File: config.mk
export PLATFORM = sky130hd
export DESIGN_NAME = circular_array_queue_flat
export DESIGN_NICKNAME = d
export VERILOG_FILES = /design/src/caq_pkg.sv /design/src/caq_in_if.sv /design/src/caq_out_if.sv /design/src/caq_ram.sv /design/src/caq_ctrl.sv /design/src/circular_array_queue.sv /design/src/flat_wrapper.sv
export VERILOG_INCLUDE_DIRS = /design/src /design/src/src
export SDC_FILE = /design/constraint.sdc
export NUM_CORES = 1
export LEC_CHECK = 0
export ABC_CLOCK_PERIOD_IN_PS = 9600
export BUFFER_PORTS_ARGS = -buffer_cell sky130_fd_sc_hd__buf_4
export CORE_MARGIN = 2
export CORE_UTILIZATION = 60
export DETAILED_ROUTE_END_ITERATION = 8
export MAX_ROUTING_LAYER = met4
export PLACE_DENSITY = 0.82
export SYNTH_ARGS = -nofsm -noshare
export SYNTH_HDL_FRONTEND = slang
export SYNTH_HIERARCHICAL = 1
export SYNTH_SLANG_ARGS = --single-unit
File: constraint.sdc
create_clock -name clk -period 9.6 [get_ports clk]
set_clock_uncertainty 0.1 [all_clocks]
set_input_delay 0.96 -clock clk [delete_from_list [all_inputs] [get_ports clk]]
set_output_delay 0.96 -clock clk [all_outputs]
set_load 0.02 [all_outputs]
File: src/circular_array_queue_assert.svh
// Assertion macros for the circular array queue, clocked on clk and gated by rst.
`ifndef CIRCULAR_ARRAY_QUEUE_ASSERT_SVH
`define CIRCULAR_ARRAY_QUEUE_ASSERT_SVH

// Checks a property at every rising edge of clk outside of reset.
`define CAQ_ASSERT(lbl, prop, msg) \
  lbl: assert property (@(posedge clk) disable iff (rst) (prop)) else $error(msg);

// Checks that a condition in one cycle implies a consequence in the next.
`define CAQ_ASSERT_NEXT(lbl, cond, conseq, msg) \
  lbl: assert property (@(posedge clk) disable iff (rst) (cond) |=> (conseq)) else $error(msg);

`endif

File: src/caq_pkg.sv
// Shared types and constants of the circular array queue.
package caq_pkg;

  localparam int DEPTH_DEF      = 32;
  localparam int DATA_WIDTH_DEF = 32;

  localparam int KIND_W   = 2;
  localparam int VALUE_W  = 32;
  localparam int INDEX_W  = 5;
  localparam int CAP_W    = 6;
  localparam int COUNT_W  = 6;
  localparam int STATUS_W = 2;

  localparam logic [CAP_W-1:0] CAP_RESET = 6'd32;

  typedef enum logic [KIND_W-1:0] {
    KIND_PUSH  = 2'd0,
    KIND_POP   = 2'd1,
    KIND_READ  = 2'd2,
    KIND_WRITE = 2'd3
  } kind_t;

  typedef enum logic [STATUS_W-1:0] {
    ST_OK    = 2'd0,
    ST_FULL  = 2'd1,
    ST_EMPTY = 2'd2,
    ST_RANGE = 2'd3
  } status_t;

  typedef struct packed {
    logic               rd;
    status_t            status;
    logic [COUNT_W-1:0] count;
  } resp_t;

endpackage

File: src/caq_in_if.sv
// Operation channel of the circular array queue.
interface caq_in_if;
  logic                              valid;
  logic                              ready;
  logic [caq_pkg::KIND_W-1:0]        kind;
  logic signed [caq_pkg::VALUE_W-1:0] value;
  logic [caq_pkg::INDEX_W-1:0]       index;

  modport source (output valid, kind, value, index, input ready);
  modport sink (input valid, kind, value, index, output ready);
endinterface

File: src/caq_out_if.sv
// Result channel of the circular array queue.
interface caq_out_if;
  logic                               valid;
  logic                               ready;
  logic signed [caq_pkg::VALUE_W-1:0] data;
  logic [caq_pkg::STATUS_W-1:0]       status;
  logic [caq_pkg::COUNT_W-1:0]        count;

  modport source (output valid, data, status, count, input ready);
  modport sink (input valid, data, status, count, output ready);
endinterface

File: src/caq_ram.sv
// Single-port slot memory with a registered read.
module caq_ram #(
  parameter int DEPTH      = caq_pkg::DEPTH_DEF,
  parameter int DATA_WIDTH = caq_pkg::DATA_WIDTH_DEF,
  parameter int PW         = (DEPTH > 1) ? $clog2(DEPTH) : 1
) (
  input  logic                  clk,
  input  logic                  we,
  input  logic                  re,
  input  logic [PW-1:0]         addr,
  input  logic [DATA_WIDTH-1:0] wdata,
  output logic [DATA_WIDTH-1:0] rdata
);

  logic [DATA_WIDTH-1:0] mem [DEPTH];

  always_ff @(posedge clk) begin
    if (we) begin
      mem[addr] <= wdata;
    end
  end

  always_ff @(posedge clk) begin
    if (re) begin
      rdata <= mem[addr];
    end
  end

endmodule

File: src/caq_ctrl.sv
// Head and count tracking, address generation and the result register.
`include "circular_array_queue_assert.svh"

module caq_ctrl #(
  parameter int DEPTH = caq_pkg::DEPTH_DEF,
  parameter int PW    = (DEPTH > 1) ? $clog2(DEPTH) : 1
) (
  input  logic                          clk,
  input  logic                          rst,
  input  logic                          cfg_we,
  input  logic [caq_pkg::CAP_W-1:0]     cfg_data,
  input  logic                          in_valid,
  output logic                          in_ready,
  input  logic [caq_pkg::KIND_W-1:0]    in_kind,
  input  logic [caq_pkg::INDEX_W-1:0]   in_index,
  output logic                          mem_we,
  output logic                          mem_re,
  output logic [PW-1:0]                 mem_addr,
  output logic                          out_valid,
  input  logic                          out_ready,
  output caq_pkg::resp_t                resp
);

  localparam int CAP_LIMIT = (DEPTH < 63) ? DEPTH : 63;
  localparam logic [caq_pkg::CAP_W-1:0] CAP_MAX = caq_pkg::CAP_W'(CAP_LIMIT);

  logic [caq_pkg::CAP_W-1:0]   capacity;
  logic [caq_pkg::CAP_W-1:0]   head;
  logic [caq_pkg::COUNT_W-1:0] cnt;
  logic [caq_pkg::CAP_W-1:0]   head_next;
  logic [caq_pkg::COUNT_W-1:0] cnt_next;
  logic [caq_pkg::CAP_W-1:0]   cap_eff;
  logic [caq_pkg::CAP_W-1:0]   head_c;
  logic [caq_pkg::COUNT_W-1:0] cnt_c;
  logic [caq_pkg::CAP_W-1:0]   head_dec;
  logic [caq_pkg::CAP_W:0]     psum;
  logic [caq_pkg::CAP_W:0]     pdiff;
  logic [caq_pkg::CAP_W-1:0]   pos;
  logic                        accept;
  logic                        idx_bad;
  caq_pkg::status_t            status;
  logic                        rd;

  assign in_ready = !out_valid || out_ready;
  assign accept   = in_valid && in_ready;

  always_comb begin
    if (capacity == '0) begin
      cap_eff = caq_pkg::CAP_W'(1);
    end else if (capacity > CAP_MAX) begin
      cap_eff = CAP_MAX;
    end else begin
      cap_eff = capacity;
    end
    head_c   = (head >= cap_eff) ? '0 : head;
    cnt_c    = (cnt > cap_eff) ? cap_eff : cnt;
    head_dec = (head_c == '0) ? cap_eff - caq_pkg::CAP_W'(1) : head_c - caq_pkg::CAP_W'(1);
    psum     = {1'b0, head_c} + (caq_pkg::CAP_W + 1)'(in_index);
    pdiff    = psum - {1'b0, cap_eff};
    pos      = (psum >= {1'b0, cap_eff}) ? pdiff[caq_pkg::CAP_W-1:0]
                                         : psum[caq_pkg::CAP_W-1:0];
    if (int'(pos) >= DEPTH) begin
      pos = '0;
    end
    idx_bad = caq_pkg::COUNT_W'(in_index) >= cnt_c;
  end

  always_comb begin
    head_next = head_c;
    cnt_next  = cnt_c;
    status    = caq_pkg::ST_OK;
    rd        = 1'b0;
    mem_we    = 1'b0;
    mem_re    = 1'b0;
    mem_addr  = PW'(pos);
    case (caq_pkg::kind_t'(in_kind))
      caq_pkg::KIND_PUSH: begin
        if (cnt_c >= cap_eff) begin
          status = caq_pkg::ST_FULL;
        end else begin
          head_next = head_dec;
          cnt_next  = cnt_c + caq_pkg::COUNT_W'(1);
          mem_we    = accept;
          mem_addr  = PW'(head_dec);
        end
      end
      caq_pkg::KIND_POP: begin
        if (cnt_c == '0) begin
          status = caq_pkg::ST_EMPTY;
        end else begin
          cnt_next = cnt_c - caq_pkg::COUNT_W'(1);
        end
      end
      caq_pkg::KIND_READ: begin
        if (idx_bad) begin
          status = caq_pkg::ST_RANGE;
        end else begin
          rd     = 1'b1;
          mem_re = accept;
        end
      end
      caq_pkg::KIND_WRITE: begin
        if (idx_bad) begin
          status = caq_pkg::ST_RANGE;
        end else begin
          mem_we = accept;
        end
      end
      default: begin
        status = caq_pkg::ST_OK;
      end
    endcase
  end

  always_ff @(posedge clk) begin
    if (rst) begin
      capacity <= caq_pkg::CAP_RESET;
      head     <= '0;
      cnt      <= '0;
    end else if (cfg_we) begin
      capacity <= cfg_data;
      head     <= '0;
      cnt      <= '0;
    end else if (accept) begin
      head <= head_next;
      cnt  <= cnt_next;
    end
  end

  always_ff @(posedge clk) begin
    if (rst) begin
      out_valid <= 1'b0;
    end else if (accept) begin
      out_valid <= 1'b1;
    end else if (out_ready) begin
      out_valid <= 1'b0;
    end
  end

  always_ff @(posedge clk) begin
    if (accept) begin
      resp.rd     <= rd;
      resp.status <= status;
      resp.count  <= cnt_next;
    end
  end

  `CAQ_ASSERT(a_cnt_in_cap, cnt <= cap_eff, "Element count exceeds the capacity in use.")
  `CAQ_ASSERT(a_head_in_cap, head < cap_eff, "Head lies outside the ring in use.")
  `CAQ_ASSERT(a_mem_one_op, !(mem_we && mem_re), "Memory read and write in the same cycle.")
  `CAQ_ASSERT_NEXT(a_push_grows, accept && !cfg_we && in_kind == caq_pkg::KIND_PUSH && cnt_c < cap_eff, cnt == $past(cnt_c) + caq_pkg::COUNT_W'(1), "Accepted push did not grow the count.")
  `CAQ_ASSERT_NEXT(a_read_result, accept && mem_re, out_valid && resp.rd, "Memory read without a pending read result.")

endmodule

File: src/circular_array_queue.sv
// Top level of the circular array queue: ring of slots with push, pop and indexed access.
//
//   channel  direction  carries
//   in_ch    sink       kind, value, index
//   out_ch   source     data, status, count
//   cfg      write      cfg_we, cfg_data (capacity)
//
// One transaction is accepted per cycle while no result is stalled; its result is shown in the next cycle.
// The single memory port is used at most once per transaction, and the memory's read register
// holds the read data, so a stalled result blocks new input until it is taken.
// Reset sets the capacity to 32 and empties the queue; slot contents are not cleared.
// A capacity write empties the queue and leaves the slots as they are.
module circular_array_queue #(
  parameter int DEPTH      = caq_pkg::DEPTH_DEF,
  parameter int DATA_WIDTH = caq_pkg::DATA_WIDTH_DEF
) (
  input  logic                      clk,
  input  logic                      rst,
  input  logic                      cfg_we,
  input  logic [caq_pkg::CAP_W-1:0] cfg_data,
  caq_in_if.sink                    in_ch,
  caq_out_if.source                 out_ch
);

  localparam int PW = (DEPTH > 1) ? $clog2(DEPTH) : 1;

  logic                  mem_we;
  logic                  mem_re;
  logic [PW-1:0]         mem_addr;
  logic [DATA_WIDTH-1:0] wdata;
  logic [DATA_WIDTH-1:0] rdata;
  caq_pkg::resp_t        resp;

  assign wdata = DATA_WIDTH'($unsigned(in_ch.value));

  caq_ctrl #(
    .DEPTH (DEPTH),
    .PW    (PW)
  ) u_ctrl (
    .clk       (clk),
    .rst       (rst),
    .cfg_we    (cfg_we),
    .cfg_data  (cfg_data),
    .in_valid  (in_ch.valid),
    .in_ready  (in_ch.ready),
    .in_kind   (in_ch.kind),
    .in_index  (in_ch.index),
    .mem_we    (mem_we),
    .mem_re    (mem_re),
    .mem_addr  (mem_addr),
    .out_valid (out_ch.valid),
    .out_ready (out_ch.ready),
    .resp      (resp)
  );

  caq_ram #(
    .DEPTH      (DEPTH),
    .DATA_WIDTH (DATA_WIDTH),
    .PW         (PW)
  ) u_ram (
    .clk   (clk),
    .we    (mem_we),
    .re    (mem_re),
    .addr  (mem_addr),
    .wdata (wdata),
    .rdata (rdata)
  );

  assign out_ch.data   = resp.rd ? caq_pkg::VALUE_W'(rdata) : '0;
  assign out_ch.status = resp.status;
  assign out_ch.count  = resp.count;

endmodule
File: src/flat_wrapper.sv
// flat-port wrapper written by rule: the top's interface ports become plain ports
module circular_array_queue_flat 
#(
  parameter int DEPTH      = caq_pkg::DEPTH_DEF,
  parameter int DATA_WIDTH = caq_pkg::DATA_WIDTH_DEF
)
  (clk, rst, cfg_we, cfg_data, in_ch_valid, in_ch_kind, in_ch_value, in_ch_index, in_ch_ready, out_ch_valid, out_ch_data, out_ch_status, out_ch_count, out_ch_ready);
  caq_in_if in_ch_i ();
  caq_out_if out_ch_i ();
  input  logic clk;
  input  logic rst;
  input  logic cfg_we;
  input  logic [caq_pkg::CAP_W-1:0] cfg_data;
  input wire logic [$bits(in_ch_i.valid)-1:0] in_ch_valid;
  input wire logic [$bits(in_ch_i.kind)-1:0] in_ch_kind;
  input wire logic [$bits(in_ch_i.value)-1:0] in_ch_value;
  input wire logic [$bits(in_ch_i.index)-1:0] in_ch_index;
  output wire logic [$bits(in_ch_i.ready)-1:0] in_ch_ready;
  output wire logic [$bits(out_ch_i.valid)-1:0] out_ch_valid;
  output wire logic [$bits(out_ch_i.data)-1:0] out_ch_data;
  output wire logic [$bits(out_ch_i.status)-1:0] out_ch_status;
  output wire logic [$bits(out_ch_i.count)-1:0] out_ch_count;
  input wire logic [$bits(out_ch_i.ready)-1:0] out_ch_ready;
  assign in_ch_i.valid = in_ch_valid;
  assign in_ch_i.kind = in_ch_kind;
  assign in_ch_i.value = in_ch_value;
  assign in_ch_i.index = in_ch_index;
  assign in_ch_ready = in_ch_i.ready;
  assign out_ch_valid = out_ch_i.valid;
  assign out_ch_data = out_ch_i.data;
  assign out_ch_status = out_ch_i.status;
  assign out_ch_count = out_ch_i.count;
  assign out_ch_i.ready = out_ch_ready;
  circular_array_queue #(.DEPTH(DEPTH), .DATA_WIDTH(DATA_WIDTH)) u_core (.clk(clk), .rst(rst), .cfg_we(cfg_we), .cfg_data(cfg_data), .in_ch(in_ch_i), .out_ch(out_ch_i));
endmodule
==> run_results.csv <==
group,metric,value,unit
synth,synth_fp_nets,2590,
cells_and_area,most-common-layout-cells,"1065 x edfxtp_1, 527 x mux2i_1, 256 x o22ai_1",
synth,synthTopCellsByArea,"edfxtp_1 74%, mux2i_1 12%, o22ai_1 3.7%",
cts,cts_setup_buffers,0,
cells_and_area,layout-drive-gt1-share,14.97,%
global_routing,grt_pass1_wl,156100,um
outcome,status,"finished clean",
cts,clkSinkCount,1084,
cts,cts_root_buf,"clkbuf_16",
worst_hold_path,hp-class,"flip-flop to flip-flop",
synth,async_flop_share,0,%
global_routing,grt_pass1_vias,24320,
floorplanning,placementRows,98,
cts,clk_path_buf_depth,3,
cts,cts_resized,0,
power,swShare,24.85,%
placed_design,hpwl,62400,um
floorplanning,core,71360,um2
synth,synth-edff-count,1065,
synth,syn_avg_cell_area,17.29,um2
drt,drtIter0Drc,3421,
cells_and_area,final_common_cell,"edfxtp_1",
synth,syn_inst,2497,
timing,holdWs,0.3755,ns
timing,tightest_slew,1.331,ns
timing,max_freq,0.1117,GHz
power,powerDensity,223.4,nW/um2
synth,ys_ff_latch,1084,
worst_hold_path,worstHoldStart,"u_core/u_ctrl/head[5]$_SDFFE_PP0P_",
floorplanning,die_y,272.3,um
timing,tns,0,ns
floorplanning,io_pins,92,
synth,yosys.area.top_type,"edfxtp_1",
timing,min_period,8.955,ns
critical_path,start_kind,"flip-flop",
placed_design,dp_cells,3482,
critical_path,critPathKind,"flip-flop to flip-flop",
critical_path,cp-end-kind,"flip-flop",
synth,synth_top_cell_area_share,74.05,%
global_routing,antenna_found_initial,0,
drt,drc,0,
floorplanning,fp.dieW,272.3,um
global_routing,met2_usage,45.84,%
synth,netlist_area,43190,um2
cts,htree_levels,3,
drt,ant_nets,0,
cells_and_area,area_growth,12.61,%
power,p_int,8.164,mW
critical_path,regToRegEndpoint,"u_core/u_ram/rdata[9]$_DFFE_PP_",
global_routing,top_usage_layer,"met2",
worst_hold_path,holdPathEnd,"u_core/u_ctrl/head[5]$_SDFFE_PP0P_",
critical_path,timing.rr.start,"u_core/u_ctrl/capacity[2]$_SDFFE_PP0P_",
power,p_leak,16.97,nW
placed_design,port_buffers,91,
drt,dr.pass1.iters,6,
drt,routed_via_density,6.651,
synth,ys_warn_count,6,
timing,worst_slack,0.6454,ns
cts,clk_pin_slew_worst_paths,0.06,ns
synth,ys_seq_area_share,74.94,%
global_routing,grt.overflow.total,0,
critical_path,critPathMaxFanout,27,
timing,fin_crit_sh,93.28,%
cells_and_area,fin_cells,3669,
floorplanning,initial_core_util,60.51,%
power,ir_drop,0.1431,mV
cts,cts_tree,"done",
power,pwr-share-clk,37.0,%
timing,setup_viol,0,
timing,timing.slew.headroom,11.07,%
global_routing,grt_start_max_net_pins,133,
global_routing,use_met1,38.54,%
global_routing,track_usage,29.64,%
critical_path,arrival,9.23,ns
drt,wirelength,106300,um
drt,num_vias,24404,
power,pwr-share-comb,14.3,%
drt,routedWlPerCell,28.96,um
critical_path,required,9.88,ns
cts,clk_latency,0.66,ns
timing,hold_viol_final,0,
synth,synth.distinct_cells,67,
cells_and_area,nNetsFinal,2731,
cts,ctsHoldBuffers,0,
power,switching_power,2.699,mW
worst_hold_path,hold_depth,2,
cts,numCtsBuffers,104,
critical_path,worstRegToRegCells,26,
timing,maxSlewViolCount,0,
power,pwr-share-seq,48.6,%
placed_design,post-place-ws,0.9498,ns
placed_design,gp_congestion,0.9150,
timing,rsz0062_at_grt,"no",
flow_run,cap_violations,0,
cells_and_area,fillers,4420,
global_routing,use_met3,5.387,%
synth,synth_flop_cell,"edfxtp_1",
critical_path,r2r_slack,0.65,ns
floorplanning,die_area,74140,um2
[registers in the layout, summed over array words and instances, names as in the netlist]
register / flops
u_core/u_ram/rdata: 32
u_core/u_ctrl/out_valid: 1
u_core/u_ram/mem: 1024
u_core/u_ctrl/resp: 9
u_core/u_ctrl/capacity: 6
u_core/u_ctrl/cnt: 6
u_core/u_ctrl/head: 6
[cells by family (layout without fill, tap and decap cells)]
| kind of cell | after synthesis | count (layout) | share of synthesized area (%) |
|---|---|---|---|
| flops | 1084 | 1084 | 74.94 |
| mux | 529 | 529 | 12.27 |
| compound gates | 355 | 355 | 5.276 |
| simple gates | 304 | 304 | 3.955 |
| buf+inv | 173 | 394 | 2.098 |
| fa+ha+maj | 43 | 43 | 1.281 |
| xor+xnor | 9 | 9 | 0.1825 |
| other cells | 0 | 1 | 0 |
[power by group through the flow]
stage	Combinational, mW	Clock, mW	Sequential [mW]
6_report	1.55	4.02	5.28
5_1_grt	1.63	4.25	5.28
4_1_cts	1.52	4.07	5.28
3_5_place_dp	1.51	0	5.38
3_3_place_gp	1.47	0	5.38
2_1_floorplan	1.06	0	5.38
[synthesized netlist by cell type (3+ instances only)]
| cell type | count |
|---|---|
| edfxtp_1 | 1065 |
| mux2i_1 | 527 |
| o22ai_1 | 256 |
| buf_2 | 82 |
| nor4_1 | 66 |
| nand2_1 | 64 |
| nor2_1 | 56 |
| ha_1 | 41 |
| inv_1 | 36 |
| and2_2 | 32 |
| clkbuf_1 | 29 |
| a21oi_1 | 24 |
| buf_6 | 19 |
| dfxtp_1 | 19 |
| o21ai_0 | 18 |
| nand3_1 | 13 |
| nor3_1 | 13 |
| nor2b_1 | 9 |
| nand2b_1 | 8 |
| a21o_1 | 7 |
| a211oi_1 | 6 |
| nand4bb_1 | 6 |
| xnor2_1 | 6 |
| a221o_1 | 5 |
| a31oi_1 | 5 |
| nand4b_1 | 5 |
| o21a_1 | 5 |
| a21boi_0 | 4 |
| and2_1 | 4 |
| and3_1 | 4 |
| nand3b_1 | 4 |
| or3b_2 | 4 |
| a22oi_1 | 3 |
| clkbuf_2 | 3 |
| o211ai_1 | 3 |
| or3_1 | 3 |
| or4b_4 | 3 |
| xor2_1 | 3 |
[area by class of cell]
cell class	instances	area [um2]	area share, %
diodes	1	2.502	0.005146
clock buffers	123	2695	5.542
well taps	950	1189	2.444
inverters	36	135.1	0.2779
flip-flops and latches	1084	32360	66.55
repair buffers	172	1379	2.835
clock inverters	63	676.9	1.392
multi-input cells	1240	10190	20.96
[per-layer routing]
layer / share of wire, % / wire length (um) / up-vias
met2: 48 / 51060 / 1537
li1: - / - / 10283
met4: 4.7 / 5025 / 0
met1: 37 / 39530 / 12280
met5: 0 / 0 / -
met3: 10 / 10630 / 304
[how the worst max path moves through the flow]
stage | from | end | slack [ns] | depth (start not counted)
after floorplan | u_core/u_ctrl/capacity[2]$_SDFFE_PP0P_ | u_core/u_ram/mem[27][0]$_DFFE_PP_ | 1.20 | 27
after global placement | u_core/u_ctrl/capacity[2]$_SDFFE_PP0P_ | u_core/u_ram/rdata[9]$_DFFE_PP_ | 1.14 | 27
after detailed placement | u_core/u_ctrl/capacity[2]$_SDFFE_PP0P_ | u_core/u_ram/rdata[9]$_DFFE_PP_ | 0.95 | 27
after CTS | u_core/u_ctrl/capacity[2]$_SDFFE_PP0P_ | u_core/u_ram/rdata[9]$_DFFE_PP_ | 0.99 | 27
after global routing | u_core/u_ctrl/capacity[2]$_SDFFE_PP0P_ | u_core/u_ram/rdata[9]$_DFFE_PP_ | 0.29 | 27
final | u_core/u_ctrl/capacity[2]$_SDFFE_PP0P_ | u_core/u_ram/rdata[9]$_DFFE_PP_ | 0.65 | 26
[critical path: stages (launching register included)]
cell      delay [ns]
dfxtp_1         0.37
nor4_1          0.27
nor2_1          0.06
nor2_1          0.51
ha_1            0.35
nand2b_1        0.14
a31oi_1         0.28
o21ai_1         0.26
nor2_1          0.26
ha_1            0.21
inv_1           0.06
fa_1            0.39
nor2b_1         0.13
o21ai_0         0.10
a21boi_0        0.24
nor2_1          0.11
ha_1            0.37
nand2_1         0.10
a211oi_1        0.04
a211oi_1        0.28
nor4bb_1        0.85
a221o_1         0.98
nand4b_1        0.88
buf_4           0.30
o22ai_1         0.11
nor4_1          0.77
nand2_1         0.13
[metrics by stage]
step	power (mW)	instance area [um2]	utilization, %
2_1_floorplan	6.444	43190	-
3_3_place_gp	6.850	45250	63.41
3_5_place_dp	6.890	45250	63.41
4_1_cts	10.87	48630	68.14
5_1_grt	11.16	48630	68.14
6_report	10.86	48630	68.14
Note: power is estimated with default switching activity, not from simulation.
